==> config.mk <==
export PLATFORM = sky130hd
export DESIGN_NAME = countdown_timer_bank
export DESIGN_NICKNAME = d
export VERILOG_FILES = /design/src/rtl/core/ctb_pkg.sv /design/src/rtl/core/ctb_convert.sv /design/src/rtl/core/ctb_cell.sv /design/src/rtl/core/countdown_timer_bank.sv
export SDC_FILE = /design/constraint.sdc
export NUM_CORES = 1
export LEC_CHECK = 0
export BUFFER_PORTS_ARGS = -buffer_cell sky130_fd_sc_hd__clkbuf_2
export CAP_MARGIN = 20
export CELL_PAD_IN_SITES_DETAIL_PLACEMENT = 0
export CELL_PAD_IN_SITES_GLOBAL_PLACEMENT = 1
export CORE_MARGIN = 2
export CORE_UTILIZATION = 50
export DETAILED_ROUTE_END_ITERATION = 10
export PLACE_DENSITY_LB_ADDON = 0.1
export SLEW_MARGIN = 0
export SYNTH_ARGS = -nofsm -noshare
export SYNTH_HDL_FRONTEND = slang
export SYNTH_SLANG_ARGS = --single-unit
==> constraint.sdc <==
create_clock -name clk_i -period 10 [get_ports clk_i]
set_clock_uncertainty 0.05 [all_clocks]
set_input_delay 1 -clock clk_i [delete_from_list [all_inputs] [get_ports clk_i]]
set_output_delay 1 -clock clk_i [all_outputs]
set_load 0.02 [all_outputs]
==> src/rtl/core/ctb_pkg.sv <==
// Shared types and constants for the countdown timer bank.
package ctb_pkg;

  localparam int unsigned NUM_TIMERS = 8;

  localparam int unsigned OP_W    = 2;
  localparam int unsigned IDX_W   = 3;
  localparam int unsigned TV_W    = 15;
  localparam int unsigned CNT_W   = 15;
  localparam int unsigned TPS_W   = 8;
  localparam int unsigned MASK_W  = 8;
  localparam int unsigned CID_W   = (NUM_TIMERS > (1 << IDX_W)) ? $clog2(NUM_TIMERS) : IDX_W;

  localparam logic [OP_W-1:0] OP_TICK  = 2'd0;
  localparam logic [OP_W-1:0] OP_START = 2'd1;
  localparam logic [OP_W-1:0] OP_STOP  = 2'd2;

  localparam logic [TPS_W-1:0] TPS_RESET     = 8'd18;
  localparam logic [TV_W-1:0]  SECONDS_LIMIT = 15'd100;

  // x / 100 == (x * 5243) >> 19 for every 15-bit x
  localparam int unsigned      RECIP_SH = 19;
  localparam int unsigned      PROD_W   = TV_W + 13;
  localparam logic [12:0]      RECIP    = 13'd5243;

  typedef struct packed {
    logic              valid;
    logic [OP_W-1:0]   op;
    logic [IDX_W-1:0]  idx;
    logic [CNT_W-1:0]  ticks;
    logic [MASK_W-1:0] mask;
  } cmd_t;

endpackage

==> src/rtl/core/ctb_convert.sv <==
// Front stage: converts the timeout value to ticks and registers the request.
module ctb_convert import ctb_pkg::*; (
  input  logic             clk_i,
  input  logic             rst_ni,
  input  logic             adv_i,
  input  logic             valid_i,
  input  logic [OP_W-1:0]  opcode_i,
  input  logic [IDX_W-1:0] timer_index_i,
  input  logic [TV_W-1:0]  timeout_value_i,
  input  logic [TPS_W-1:0] tps_i,
  output cmd_t             cmd_o
);

  logic [CNT_W-1:0]  sec_ticks;
  logic [PROD_W-1:0] div_prod;
  logic [CNT_W-1:0]  ticks;
  logic              valid_q;
  cmd_t              pay_q;

  always_comb begin
    sec_ticks = CNT_W'(timeout_value_i[6:0] * tps_i);
    div_prod  = PROD_W'(timeout_value_i) * PROD_W'(RECIP);
    if (timeout_value_i < SECONDS_LIMIT) begin
      ticks = sec_ticks;
    end else begin
      ticks = CNT_W'(div_prod[PROD_W-1:RECIP_SH]);
    end
  end

  always_ff @(posedge clk_i or negedge rst_ni) begin
    if (!rst_ni) begin
      valid_q <= 1'b0;
    end else if (adv_i) begin
      valid_q <= valid_i;
    end
  end

  always_ff @(posedge clk_i) begin
    if (adv_i) begin
      pay_q.valid <= 1'b0;
      pay_q.op    <= opcode_i;
      pay_q.idx   <= timer_index_i;
      pay_q.ticks <= ticks;
      pay_q.mask  <= '0;
    end
  end

  always_comb begin
    cmd_o       = pay_q;
    cmd_o.valid = valid_q;
  end

endmodule

==> src/rtl/core/ctb_cell.sv <==
// One timer cell: counter and flag, applies the passing request, adds its flag.
module ctb_cell import ctb_pkg::*; (
  input  logic             clk_i,
  input  logic             rst_ni,
  input  logic             adv_i,
  input  logic [CID_W-1:0] cell_id_i,
  input  cmd_t             cmd_i,
  output cmd_t             cmd_o
);

  logic [CNT_W-1:0]  cnt_q, cnt_d;
  logic              flag_q, flag_d;
  logic              hit;
  logic [MASK_W-1:0] mask_d;
  logic              valid_q;
  cmd_t              pay_q;

  assign hit = (CID_W'(cmd_i.idx) == cell_id_i);

  always_comb begin
    cnt_d  = cnt_q;
    flag_d = flag_q;
    case (cmd_i.op)
      OP_TICK: begin
        if (cnt_q != '0) begin
          cnt_d = cnt_q - CNT_W'(1);
          if (cnt_q == CNT_W'(1)) begin
            flag_d = 1'b1;
          end
        end
      end
      OP_START: begin
        if (hit) begin
          cnt_d  = cmd_i.ticks;
          flag_d = 1'b0;
        end
      end
      OP_STOP: begin
        if (hit) begin
          cnt_d  = '0;
          flag_d = 1'b0;
        end
      end
      default: ;
    endcase
    mask_d = cmd_i.mask;
    if (32'(cell_id_i) < MASK_W) begin
      mask_d[cell_id_i[IDX_W-1:0]] = flag_d;
    end
  end

  always_ff @(posedge clk_i or negedge rst_ni) begin
    if (!rst_ni) begin
      cnt_q   <= '0;
      flag_q  <= 1'b0;
      valid_q <= 1'b0;
    end else if (adv_i) begin
      valid_q <= cmd_i.valid;
      if (cmd_i.valid) begin
        cnt_q  <= cnt_d;
        flag_q <= flag_d;
      end
    end
  end

  always_ff @(posedge clk_i) begin
    if (adv_i) begin
      pay_q.valid <= cmd_i.valid;
      pay_q.op    <= cmd_i.op;
      pay_q.idx   <= cmd_i.idx;
      pay_q.ticks <= cmd_i.ticks;
      pay_q.mask  <= mask_d;
    end
  end

  always_comb begin
    cmd_o       = pay_q;
    cmd_o.valid = valid_q;
  end

endmodule

==> src/rtl/core/countdown_timer_bank.sv <==
// Top level of the countdown timer bank.
//
// Requests enter on in_valid_i/in_ready_o with opcode_i (tick, start, stop),
// timer_index_i and timeout_value_i. Every request returns one response on
// out_valid_o/out_ready_i carrying expired_mask_o, the flags after that request.
// ticks_per_second_i is written when ticks_per_second_we_i is high; the user must write it
// only while no request is in flight, and the block itself does not enforce this.
// A request passes a conversion stage, then walks the row of NUM_TIMERS cells,
// one cell per cycle while the row advances; each cell updates its own timer and adds its flag bit.
// One request is taken per cycle while no response waits unaccepted.
// The row advances as a whole: while a response waits unaccepted, in_ready_o
// is low and every stage holds.
// Reset clears all counters and flags, empties the row and loads
// ticks_per_second with 18.
module countdown_timer_bank import ctb_pkg::*; (
  input  logic              clk_i,
  input  logic              rst_ni,
  input  logic              in_valid_i,
  output logic              in_ready_o,
  input  logic [OP_W-1:0]   opcode_i,
  input  logic [IDX_W-1:0]  timer_index_i,
  input  logic [TV_W-1:0]   timeout_value_i,
  output logic              out_valid_o,
  input  logic              out_ready_i,
  output logic [MASK_W-1:0] expired_mask_o,
  input  logic              ticks_per_second_we_i,
  input  logic [TPS_W-1:0]  ticks_per_second_i
);

  logic [TPS_W-1:0] tps_q;
  logic             adv;
  cmd_t             chain [NUM_TIMERS+1];

  always_ff @(posedge clk_i or negedge rst_ni) begin
    if (!rst_ni) begin
      tps_q <= TPS_RESET;
    end else if (ticks_per_second_we_i) begin
      tps_q <= ticks_per_second_i;
    end
  end

  assign adv        = !chain[NUM_TIMERS].valid || out_ready_i;
  assign in_ready_o = adv;

  ctb_convert u_convert (
    .clk_i,
    .rst_ni,
    .adv_i           (adv),
    .valid_i         (in_valid_i),
    .opcode_i,
    .timer_index_i,
    .timeout_value_i,
    .tps_i           (tps_q),
    .cmd_o           (chain[0])
  );

  for (genvar k = 0; k < NUM_TIMERS; k++) begin : g_cell
    ctb_cell u_cell (
      .clk_i,
      .rst_ni,
      .adv_i     (adv),
      .cell_id_i (CID_W'(k)),
      .cmd_i     (chain[k]),
      .cmd_o     (chain[k+1])
    );
  end

  assign out_valid_o    = chain[NUM_TIMERS].valid;
  assign expired_mask_o = chain[NUM_TIMERS].mask;

endmodule

### Yosys cells after proc, flatten, opt, wreduce, memory -nomap -nowiden

Index checks and enable logic that the tools add are counted.

* register bits: 341
* output and inout port bits: 10
* word-level logic and storage cells: 241

* $add $sub $neg: 8
* $mul: 2
* magnitude comparators: 1
* equal/unequal tests: 55
* muxes and demuxes: 65
* reduce and logical (&&, ||, !) cells: 51

Operator list (count)
* 15-bit 2-to-1 mux: 24
* 15-bit case mux with 3 select lines: 8
* 15-bit by 1-bit equality test with 1-bit output, second input constant: 8
* 15-bit nonzero test: 8
* 15-bit by 1-bit subtractor with 15-bit output, second input constant: 8
* 2-bit by 1-bit inequality test with 1-bit output, second input constant: 24
* 6-bit AND reduction: 8
* 15-bit by 13-bit multiplier with 28-bit output, second input constant: 1
* 1-bit 2-to-1 mux: 24
* 3-bit nonzero test: 8
* 2-bit by 1-bit equality test with 1-bit output, second input constant: 8
* 2-bit equality test, second input constant: 8
* 2-bit logical NOT: 8
* 1-bit case mux with 2 select lines: 8
* 2-bit AND reduction: 8
* 2-bit OR reduction: 8
* 15-bit by 7-bit less-than comparator with 1-bit output, second input constant: 1
* 7-bit by 8-bit multiplier with 15-bit output: 1
* 3-bit equality test, second input constant: 4
* 9-bit 2-to-1 mux: 1
* 3-bit by 2-bit equality test with 1-bit output, second input constant: 2
* 3-bit by 1-bit equality test with 1-bit output, second input constant: 1
* 3-bit logical NOT: 1
* 1-bit logical NOT: 1
* 1-bit logical OR: 1

### Depth between registers and ports, before layout

Gate-level depths: netlist of run 1.

* depth after elaboration: 4
* mapped depth: 18
* mapped depth without buffers: 17

### Hierarchy

A second synthesis of run 1 with hierarchy kept.

* cells, all modules: 2290
* area total of the unflattened synthesis: 24668.7 um^2

By module, submodules not included
* ctb_cell at g_cell[0].u_cell ...: instances 7, cells each 197, area each 2222.1 um^2
* ctb_convert: instances 1, cells each 688, area each 6506.2 um^2
* ctb_cell at g_cell[7].u_cell: instances 1, cells each 203, area each 2259.7 um^2
* countdown_timer_bank: instances 1, cells each 20, area each 347.8 um^2

### Worst setup path before layout of run 1

No wires, ideal clock.

* path type: input to register
* start: input port timeout_value_i[5]
* end: register u_convert.pay_q (netlist bit u_convert.cmd_o[14]), data pin
* arrival: 5.321 ns
* path slack: 4.362 ns
* stages on the path: 18
* path buffers: 1
* cells stage by stage: clkbuf_1 inv_1 fa_1 inv_1 ha_1 fa_1 fa_1 inv_1 fa_1 inv_1 ha_1 a211oi_1 o21ai_0 a21oi_1 or3b_1 a41oi_1 xor2_1 o21ai_0

* cells in the longest elaborated chain, start to end: 2
* elaborated cells on any way between the ends: 4
* classes of those cells: 2 x mul; 1 x order compare; 1 x mux

Ends and longest elaborated chain
* start: declaration: line countdown_timer_bank.sv:22 `input logic [TV_W-1:0] timeout_value_i,`
* 15-bit by 13-bit multiplier with 28-bit output (tied with other cells): line ctb_convert.sv:22 `div_prod = PROD_W'(timeout_value_i) * PROD_W'(RECIP);`
* 9-bit 2-to-1 mux (*): line ctb_convert.sv:23 `if (timeout_value_i < SECONDS_LIMIT) begin`
* via u_convert.ticks[6]: line ctb_convert.sv:16 `logic [CNT_W-1:0] ticks;`
* end: declaration: line ctb_convert.sv:18 `cmd_t pay_q;`

The timed path passes the listed nets; every way through them passes the cells marked *.
A chain may end at the register's enable or synchronous reset.

### Final worst setup path of run 1

Ends and elaborated chain as after synthesis.

==> flow_metrics.py, run 1 <==
metrics = {
    "synth": {
        "synth-seq-cells": 341,
        "netlist_instances": 1948,
        "ys_seq_area_share_pct": 45.8,
        "netlist-cell-type-count": 79,
        "syn_nets": 2268,
        "async_reset_ff_share_pct": 42.5,
        "ys_warn_count": 0,
        "netlist_area_um2": 20800,
        "syn-mean-instance-area_um2": 10.7,
        "synth_ff_type": "edfxtp_1",
        "synth_edf_count": 196,
    },
    "worst_setup_path": {
        "slowest_stage": "fa_1",
        "cp_cell_sequence": "clkbuf_2 > inv_1 > fa_1 > inv_1 > ha_1 > fa_1 > fa_1 > inv_1 > fa_1 > inv_1 > ha_1 > a211oi_1 > o21ai_0 > a21oi_1 > or3b_1 > a41oi_1 > xor2_1 > o21ai_0",
        "crit_path_start_kind": "input port",
        "cp.arrival_ns": 5.67,
        "worstSetupPathType": "in2reg",
        "cp-end-kind": "register",
        "slowest_delay_ns": 0.56,
        "path_max_fanout": 13,
        "worstRegToRegCells": 17,
        "worst_ep_required_time_ns": 10.24,
    },
    "run": {
        "cap_violations": 0,
    },
    "power_and_ir_drop": {
        "clkPwrFrac_pct": 20.9,
        "power.internal_w": 0.00438,
        "p_comb_share_pct": 41.9,
        "p_sw_share_pct": 40.8,
        "leakage_nw": 9.97,
        "switchingPower_w": 0.00302,
        "power.density_nw_per_um2": 325,
        "power.share.sequential_pct": 37.2,
        "vdd_drop_max_uv": 168,
    },
    "cells_and_area": {
        "fin_nets": 2281,
        "drive_gt1_share_pct": 7.52,
        "final_cell_mix": "204 x inv_1, 196 x edfxtp_1, 191 x o21ai_0",
        "fillerInstances": 3573,
        "antenna_cells": 0,
        "layout_commonest_cell": "inv_1",
        "instances_no_fill": 2526,
        "areaGrowthSynthToFinish_pct": 9.49,
        "postLayoutCellArea_um2": 22800,
    },
    "place": {
        "placed_cell_area_um2": 21300,
        "placedCellCount": 2450,
        "io_buffers": 42,
        "hpwl_um": 34000,
        "gp_congestion": 0.838,
    },
    "global_routing": {
        "grt_pass1_vias": 14600,
        "antenna_found_initial": 0,
        "overflow": 0,
        "grt_max_degree": 93,
        "track_usage_pct": 21.9,
        "grt_pass1_wl_um": 76400,
    },
    "floorplan": {
        "initial_core_util_pct": 50.8,
        "die_h_um": 208,
        "die-area_um2": 43200,
        "io_pins": 43,
        "die_w_um": 208,
        "core-area_um2": 40900,
        "row_count": 74,
    },
    "route": {
        "ant_nets": 0,
        "drc": 0,
        "viasPerCell": 5.68,
        "totalWireLength_um": 46200,
        "wl_per_cell_um": 18.3,
        "firstDrtPassIters": 5,
        "drt_iter0_markers": 1027,
        "vias": 14300,
    },
    "status": {
        "status": "completed",
    },
    "timing": {
        "rsz0062_at_grt": "false",
        "slew_violations": 0,
        "worst_slew_pin_slew_ns": 0.944,
        "timing.slew.headroom_pct": 36.5,
        "period_minus_slack_ns": 5.43,
        "fin_crit_sh_pct": 54.3,
        "hold_viol_final": 0,
        "setup_viol": 0,
        "tns_ns": 0,
        "fmax_mhz": 184,
    },
    "cts": {
        "cts_setup_buffers": 0,
        "root_buffer": "clkbuf_16",
        "clk_latency_ns": 0.57,
        "cts_htree_levels": 2,
        "clock-sinks": 341,
        "cts_tree": "built",
        "clk_pin_slew_ns": 0.06,
        "cts_buffers": 41,
        "cts-hold-fix-buffers": 0,
        "cts_resized": 0,
        "ctsLongestPathBuffers": 3,
    },
    "hold_path": {
        "min_path_type": "in2async",
    },
}
cells in the mapped netlist, drive strengths merged, types with 7 or more instances:
library cell | n | area [um^2]
or3 | 16 | 110
mux2 | 16 | 180
xnor2 | 9 | 78.8
xor2 | 8 | 70.1
nand2b | 7 | 43.8
inv | 205 | 774
nor2b | 11 | 76.3
nor4 | 19 | 153
a32oi | 17 | 149
o21a | 7 | 52.6
and2 | 36 | 225
o21ai | 195 | 980
a31oi | 11 | 68.8
a21o | 12 | 90.1
nor3 | 72 | 360
dfrtp | 143 | 3580
a21oi | 141 | 713
a311oi | 7 | 61.3
buf | 26 | 183
edfxtp | 196 | 5890
nand2 | 117 | 439
fa | 98 | 1960
a22oi | 46 | 345
nor2 | 160 | 601
and3 | 8 | 50.1
ha | 189 | 2360
nand3 | 19 | 100
a211oi | 13 | 97.6
clkbuf | 52 | 195
flip-flops by register name, summed over array words and instances (netlist names):
signal	count
u_convert.valid_q	1
tps_q	8
g_cell.u_cell.cmd_o	176
g_cell.u_cell.cnt_q	120
u_convert.cmd_o	20
g_cell.u_cell.valid_q	8
g_cell.u_cell.flag_q	8
kinds of logic after synthesis:
family	after synthesis	synth area share (%)
AOI/OAI and AO/OA	498	14.3
xor gates and xnor gates	17	0.716
muxes	16	0.867
and+or+nand+nor	506	11.9
adders and majority gates	287	20.8
buffers and inverters	283	5.54
DFF	341	45.8
layout make-up:
| cell class | count | area, um^2 | area share [%] |
|---|---|---|---|
| Multi-Input combinational cell | 1324 | 10100 | 44.5 |
| Sequential cell | 341 | 9520 | 41.8 |
| Clock buffer | 53 | 1120 | 4.93 |
| Inverter | 205 | 777 | 3.41 |
| Tap cell | 532 | 666 | 2.92 |
| Clock inverter | 23 | 299 | 1.31 |
| Timing Repair Buffer | 48 | 262 | 1.15 |
routing by layer:
layer | vias up | wire, um | global-route usage, %
met5 | - | 0 | 0
li1 | 6936 | - | -
met3 | 70 | 1490 | 3.14
met1 | 7095 | 20700 | 29.2
met2 | 247 | 22700 | 37.3
met4 | 0 | 1300 | 6.58
final timing paths:
check	startpoint	to	slack [ns]
min in group clk_i	g_cell[4].u_cell.cmd_o[0]$_DFFE_PN_	g_cell[5].u_cell.cmd_o[0]$_DFFE_PN_	0.37
max reg2reg	tps_q[5]$_DFFE_PN0P_	u_convert.cmd_o[22]$_SDFFCE_PN0N_	5.25
min reg2reg	g_cell[4].u_cell.cmd_o[0]$_DFFE_PN_	g_cell[5].u_cell.cmd_o[0]$_DFFE_PN_	0.37
max	timeout_value_i[5]	u_convert.cmd_o[14]$_DFFE_PN_	4.57
max in group asynchronous	rst_ni	tps_q[5]$_DFFE_PN0P_	8.49
min	rst_ni	g_cell[7].u_cell.cnt_q[13]$_DFFE_PN0P_	0.22
stage by stage:
step | setup slack [ns] | hold WS (ns) | power, W | utilization [%]
final | 4.57 | 0.222 | 0.00739 | 55.6
after global placement | 4.07 | 0.350 | 0.00582 | 52.1
after detailed placement | 3.95 | 0.355 | 0.00589 | 52.1
after global routing | 4.24 | 0.201 | 0.00804 | 55.6
after CTS | 4.61 | 0.192 | 0.00747 | 55.6
after floorplan | 4.36 | 0.350 | 0.00496 | -
power groups by stage:
stage                     combinational [W]  clock [W]  sequential, W
after CTS                           0.00312    0.00159        0.00276
after detailed placement            0.00311          0        0.00278
after global routing                0.00358    0.00164        0.00283
after floorplan                     0.00242          0        0.00254
after global placement              0.00306          0        0.00277
final                               0.00309    0.00155        0.00275
worst max-delay path: cells and delay by family:
family | cells | cell delay, ns
AO/OA/AOI/OAI | 5 | 0.85
XOR/XNOR | 1 | 0.17
adder cells (fa/ha/maj) | 6 | 2.61
buffers and inverters | 5 | 0.58
AND/OR/NAND/NOR | 1 | 0.45
Power figures use the tool's default switching activity.
==> run 2, diff against run 1 <==
CORE_UTILIZATION = 47   (was 50)
clock period = 4.9 ns   (was 10 ns; I/O delays follow)
==> run 2 against run 1 <==
Against the previous run: register-to-register slack worse by 4.9 ns; critical path depth fell by 1; non-clock buffer count increased by 89; first-iteration DRC count shrank 13%; design area rose by 2.6%; routed wire length grew 6.6%; core utilization decreased by 2.4 points; worst setup slack got worse by 4.3 ns; clock power rose by 81%; final cell count is 5.6% higher; combinational power rose by 120%; via count increased by 2.4%; critical endpoint unchanged; largest cell class unchanged; highest routed layer unchanged.
==> flow_metrics.py, run 2 (synthesis results as in run 1) <==
metrics = {
    "place": {
        "io_buffers": 42,
        "gp_congestion": 0.880,
        "hpwl_um": 36600,
        "placed_cell_area_um2": 22100,
    },
    "power_and_ir_drop": {
        "power.internal_w": 0.00900,
        "p_sw_share_pct": 41.0,
        "switchingPower_w": 0.00626,
        "clkPwrFrac_pct": 18.4,
        "p_comb_share_pct": 44.8,
        "power.total_w": 0.0153,
        "vdd_drop_max_uv": 294,
        "leakage_nw": 10.3,
        "power.density_nw_per_um2": 653,
        "power.share.sequential_pct": 36.9,
    },
    "cells_and_area": {
        "areaGrowthSynthToFinish_pct": 12.4,
        "largest_reg_flops": 176,
        "final_cell_mix": "203 x inv_1, 196 x edfxtp_1, 189 x o21ai_0",
        "fin_nets": 2367,
        "drive_gt1_share_pct": 11.2,
        "postLayoutCellArea_um2": 23400,
        "antenna_cells": 0,
        "fillerInstances": 3970,
        "layout_commonest_cell": "inv_1",
        "final_core_util_pct": 53.2,
    },
    "timing": {
        "period_minus_slack_ns": 4.64,
        "fmax_mhz": 216,
        "fin_crit_sh_pct": 94.6,
        "slew_violations": 0,
        "timing.slew.headroom_pct": 37.8,
        "setup_viol": 0,
        "worst_slew_pin_slew_ns": 0.930,
        "hold_viol_final": 0,
        "rsz0062_at_grt": "false",
    },
    "worst_setup_path": {
        "critPathBufInv": 4,
        "crit-reg2reg-launch": "tps_q[4]$_DFFE_PN1P_",
        "crit_end": "u_convert.cmd_o[14]$_DFFE_PN_",
        "cp_num_cells": 17,
        "slowest_delay_ns": 0.52,
        "slowest_stage": "fa_1",
        "cp_top_family": "adder cells",
        "worstRegToRegCells": 17,
        "worst_ep_required_time_ns": 5.12,
        "cp.arrival_ns": 4.85,
        "path_max_fanout": 6,
        "crit_path_frequent_cell": "fa_1",
        "ff2ff_setup_slack_ns": 0.35,
        "crit_path_start_kind": "input port",
        "crit_path_start": "timeout_value_i[10]",
        "regToRegEndpoint": "u_convert.cmd_o[22]$_SDFFCE_PN0N_",
        "cp-end-kind": "register",
        "cp_cell_sequence": "clkbuf_2 > buf_4 > ha_1 > fa_1 > fa_1 > inv_1 > fa_1 > inv_1 > fa_1 > ha_4 > a211oi_1 > o21ai_0 > a21oi_1 > or3b_4 > a41oi_2 > xor2_1 > o21ai_0",
        "worstSetupPathType": "in2reg",
    },
    "global_routing": {
        "grt_pass1_vias": 15100,
        "grt_max_degree": 84,
        "track_usage_pct": 22.0,
        "grt_pass1_wl_um": 81100,
        "overflow": 0,
        "antenna_found_initial": 0,
    },
    "hold_path": {
        "min_from": "timer_index_i[2]",
        "min_path_type": "in2reg",
    },
    "cts": {
        "ctsLongestPathBuffers": 3,
        "root_buffer": "clkbuf_16",
        "clk_pin_slew_ns": 0.06,
        "cts_setup_buffers": 0,
        "clk_latency_ns": 0.55,
        "cts_htree_levels": 2,
        "clock-sinks": 341,
        "cts_tree": "built",
        "cts_buffers": 38,
    },
    "route": {
        "wl_per_cell_um": 18.5,
        "firstDrtPassIters": 5,
        "ant_nets": 0,
        "drc": 0,
        "totalWireLength_um": 49200,
        "drt_iter0_markers": 897,
        "viasPerCell": 5.51,
        "vias": 14700,
    },
    "floorplan": {
        "initial_core_util_pct": 47.3,
        "core-area_um2": 43900,
        "die-area_um2": 45900,
        "die_w_um": 214,
        "row_count": 77,
        "die_h_um": 214,
        "io_pins": 43,
    },
    "run": {
        "cap_violations": 0,
    },
    "status": {
        "status": "completed",
    },
}
run 2: metal layers:
layer	track usage [%]	wire (um)
met3	3.08	1650
met2	37.8	24100
met5	0	0
met1	28.8	21900
met4	7.27	1610
run 2: repair_timing:
item                                   4_1_cts  5_1_grt
setup endpoints to repair                    0        2
gates resized for setup                      0        2
endpoints found under the hold margin        9        0
hold buffers                                 1        0
run 2: worst min-delay path by stage:
stage | cells after the start | endpoint | slack (ns)
after floorplan | 0 | g_cell[0].u_cell.cnt_q[0]$_DFFE_PN0P_ | 0.14
after global placement | 0 | g_cell[3].u_cell.cmd_o[1]$_DFFE_PN_ | 0.35
after detailed placement | 0 | g_cell[7].u_cell.cmd_o[3]$_DFFE_PN_ | 0.36
after CTS | 1 | u_convert.cmd_o[25]$_DFFE_PN_ | 0.04
after global routing | 1 | u_convert.cmd_o[25]$_DFFE_PN_ | 0.04
final | 1 | u_convert.cmd_o[25]$_DFFE_PN_ | 0.07
run 2: through the flow:
stage	setup TNS, ns	setup WS [ns]	hold slack [ns]	instances
after floorplan	0	0.0184	0.144	1948
after global placement	-1.55	-0.221	0.351	2597
after detailed placement	-2.39	-0.332	0.355	2597
after CTS	0	0.236	0.0362	2666
after global routing	0	0.0268	0.0414	2667
final	0	0.264	0.0708	2667
run 2: power groups by stage:
stage               Clock [W]  Sequential (W)  Combinational (W)
floorplan                   0         0.00519            0.00500
global placement            0         0.00568            0.00671
detailed placement          0         0.00569            0.00680
CTS                   0.00289         0.00565            0.00684
global route          0.00301         0.00578            0.00786
finish                0.00280         0.00563            0.00683
run 2: area by class of cell:
class	count	area (um^2)	area share (%)
clock buffer	49	1030	4.42
timing repair buffer	137	965	4.13
multi-input combinational	1324	10100	43.4
tap	592	741	3.17
sequential	341	9520	40.7
clock inverter	19	179	0.766
inverter	205	777	3.33
